## config.mk

```make
export PLATFORM = sky130hd
export DESIGN_NAME = lob_ram
export DESIGN_NICKNAME = d
export VERILOG_FILES = /design/src/sv/lob_ram.sv
export SDC_FILE = /design/constraint.sdc
export NUM_CORES = 1
export LEC_CHECK = 0
export ABC_AREA = 1
export BUFFER_PORTS_ARGS = -buffer_cell sky130_fd_sc_hd__buf_2
export CORE_MARGIN = 4
export CORE_UTILIZATION = 45
export CTS_CLUSTER_SIZE = 14
export DETAILED_ROUTE_END_ITERATION = 10
export HOLD_SLACK_MARGIN = 0.02
export SYNTH_ARGS = -nofsm -noshare
export SYNTH_HDL_FRONTEND = slang
export SYNTH_SLANG_ARGS = --single-unit
```

## constraint.sdc

```tcl
create_clock -name clk -period 1.2 [get_ports clk]
set_input_delay 0.06 -clock clk [delete_from_list [all_inputs] [get_ports clk]]
set_output_delay 0.06 -clock clk [all_outputs]
set_load 0.01 [all_outputs]
```

## src/sv/lob_ram.sv

```systemverilog
// Generic single-port-write, single-read synchronous RAM with registered read.
// No dependencies.
`default_nettype none
module lob_ram #(
  parameter int Width = 8,
  parameter int Depth = 32
) (
  input  wire logic                     clk,
  input  wire logic                     we,
  input  wire logic [$clog2(Depth)-1:0] waddr,
  input  wire logic [Width-1:0]         wdata,
  input  wire logic [$clog2(Depth)-1:0] raddr,
  output      logic [Width-1:0]         rdata
);
  logic [Width-1:0] mem [Depth];

  always_ff @(posedge clk) begin
    if (we) begin
      mem[waddr] <= wdata;
    end
    rdata <= mem[raddr];
  end
endmodule
`default_nettype wire

```

-- Word-level counts from Yosys, hierarchy flattened
Memory sizes are Yosys's and may differ from the RTL's. A register that Yosys moved wholly into a read port is not among the register bits.
Index checks and enable logic that the tools add are counted.
- register bits: 0
- bits in writable memories: 256
- input port bits: 20
- output and inout port bits: 8
- logic and storage cells: 3
- memories: 1
- memories (name ; depth ; width ; read ports ; clocked after Yosys merged registers in ; wr ports ; RTL line ; RTL):
    mem ; 32 ; 8 ; 1 ; 1 ; 1 ; 15 ; logic [Width-1:0] mem [Depth];
- muxes and demuxes: 2
- operators with widths (kind ; count):
    2-to-1 mux 1 bit ; 2

-- Logic depth before layout (Yosys ltp)
- depth in word-level cells: 2
- gate-level depth with buffers: 11
- gate-level depth less buffers: 9

-- Worst setup path before layout
Ideal clock, no wire load.
- kind: input to register
- from: input port waddr[0]
- to: memory mem[0][0], enable pin
- arrival time: 0.724 ns
- setup slack: 0.106 ns
- cell stages on the path: 3
- path buffers: 0
- path through: inv_1 > nand3_1 > nor2_1
- RTL lines (item ; RTL line ; RTL):
    start: declaration ; 10 ; input wire logic [$clog2(Depth)-1:0] waddr,
    end: declaration ; 15 ;
No word-level cell before the write port.

==> flow_summary.json <==
{
  "startpoint_type": "flip-flop",
  "critical_path_class": "flip-flop to flip-flop",
  "die_y_um": 162.8,
  "maxCapViolCount": 0,
  "synth.distinct_cells": 12,
  "insertion_delay_ps": 530,
  "crit_fanout": 1,
  "clock_skew_ps": 12.85,
  "initial_core_util_pct": 45.82,
  "cts_inserted_buffers": 28,
  "status": "finished clean",
  "firstDrtPassIters": 5,
  "grt_remaining_overflow": 0,
  "antenna_cells": 0,
  "postPlaceCellArea_um2": 11710,
  "routed_wl_um": 25980,
  "setup_viol": 0,
  "grt_pass1_vias": 7111,
  "vdd_drop_max_v": 0.0009823,
  "synth-seq-area-share_pct": 72.75,
  "gp_congestion": 0.7775,
  "r2r_slack_ps": 80,
  "ys_warn_count": 0,
  "r2r-end": "rdata[6]",
  "rsz0062_at_grt": "false",
  "finalInstanceArea_um2": 12700,
  "path_clk_slew_ps": 60,
  "ant_nets": 0,
  "drtIter0Drc": 620,
  "portBuffers": 27,
  "netlist_area_um2": 10790,
  "synth_nets": 942,
  "r2r-start": "mem[9][6]",
  "min_from": "raddr[3]",
  "worst_ep_required_time_ps": 1620,
  "layout_commonest_cell": "nand2_1",
  "grt_max_degree": 58,
  "wl_per_cell_um": 19.16,
  "power.total_mw": 19.86,
  "syn_avg_cell_area_um2": 11.70,
  "netlist_instances": 922,
  "arrival_ps": 1540,
  "root_buffer": "clkbuf_16",
  "grt_pass1_wl_um": 40970,
  "core_area_um2": 23540,
  "fill_cells": 2058,
  "worst_r2r_path_depth": 8,
  "rows": 56,
  "vias_per_cell": 5.165,
  "timing.fmax_ghz": 0.8934,
  "die_area_um2": 26510,
  "ctsHtreeMaxLevel": 1,
  "cts_buffer_depth": 3,
  "mostFrequentLayoutCells": "nand2_1 (354), edfxtp_1 (256), nand3_1 (196)",
  "nNetsFinal": 1035,
  "final_util_pct": 53.94,
  "synth-seq-cells": 264,
  "syn_to_final_growth_pct": 17.74,
  "track_usage_pct": 20.05,
  "hold_end": "rdata[6]",
  "power.density_nw_per_um2": 1564,
  "num_io_pins": 28,
  "leakagePower_nw": 4.830,
  "period_share_pct": 93.27,
  "final_hold_viol_count": 0,
  "drive_gt1_share_pct": 15.62,
  "fp.dieW_um": 162.8,
  "dr_total_vias": 7004,
  "clock-sinks": 264,
  "drcViolationCount": 0,
  "cp-end-kind": "flip-flop",
  "antenna_found_initial": 0,
  "drv_slew": 0,
  "cts_tree": "built",
  "min_path_cells": 7,
  "min_period_ps": 1119,
  "tightestPinTransition_ps": 712.7,
  "hold_path.class": "input pin to flip-flop",
  "dp_hpwl_um": 15880,
  "slew_headroom_pct": 52.49
}
[synth_stat cells]
library cell	count	area [um^2]
buf_1	2	7.510
buf_6	24	270.3
inv_1	8	30.03
buf_2	15	75.07
dfxtp_1	8	160.2
clkbuf_1	7	26.28
nand3_1	204	1021
nand2_1	360	1351
inv_2	2	7.510
nor2_1	32	120.1
edfxtp_1	256	7687
buf_4	4	30.03
[layer usage]
metal,GRT usage [%],vias to the layer above,part of all wire [%]
met1,29.10,3409,45
met2,32.55,174,48
li1,-,3387,-
met3,2.506,34,5.1
met4,4.994,0,1.9
met5,0,-,0
[worst max path at each step]
stage	slack, ps	cells after the start	from	to
detailed placement	-170	11	raddr[0]	rdata[2]
global placement	-160	9	raddr[1]	rdata[4]
global route	0.7	8	mem[28][0]	rdata[0]
finish	80	8	mem[9][6]	rdata[6]
floorplan	110	3	waddr[0]	mem[0][0]
CTS	30	8	mem[29][4]	rdata[4]
[sequential cells by signal (all words and copies together), names as in the netlist]
name and count:
rdata 8, mem 256
[final cells by class]
class | instances | area [um^2] | area share (%)
clock inverter | 5 | 53.80 | 0.4236
tap | 319 | 399.1 | 3.143
inverter | 10 | 40.04 | 0.3153
timing repair buffer | 115 | 988.4 | 7.783
clock buffer | 47 | 823.3 | 6.483
sequential | 264 | 7848 | 61.79
multi-input combinational | 596 | 2547 | 20.06
[where the power goes]
group	total (mW)	switching, mW	internal [mW]	leakage, nW
Sequential	10.3	0.0447	10.2	2.37
Clock	8.17	3.31	4.86	0.427
Combinational	1.40	0.932	0.466	2.03
[stage by stage]
stage | instances | worst slack (ps) | hold WS (ps) | setup TNS (ps)
4_1_cts | 1356 | 29.12 | 81.51 | 0
3_5_place_dp | 1298 | -175.0 | 435.7 | -1124
3_3_place_gp | 1298 | -156.1 | 433.7 | -1016
6_report | 1356 | 80.74 | 97.02 | 0
5_1_grt | 1356 | 0.6957 | 128.6 | 0
2_1_floorplan | 922 | 106.0 | 158.9 | 0
[kinds of logic (layout without fill, tap and decap cells)]
group / after synthesis / in the layout / share of synthesized area (%)
flip-flops: 264 / 264 / 72.75
AND/OR/NAND/NOR: 596 / 596 / 23.11
buffers and inverters: 62 / 177 / 4.141
[what timing repair did]
item / CTS / global route
hold buffers: 6 / 0
setup buffers: 0 / 0
gates resized for setup: 0 / 14
endpoints found under the setup margin: 0 / 5
hold endpoints to repair: 168 / 0
[worst max-delay path, cell delays in order (launching register included)]
cell,delay [ps]
edfxtp_1,360
nand2_1,70
nand3_1,120
nand3_1,100
nand2_1,70
nand2_2,80
nand2_1,80
nand2_1,90
nand2_1,50
(Power assumes the default switching activity.)
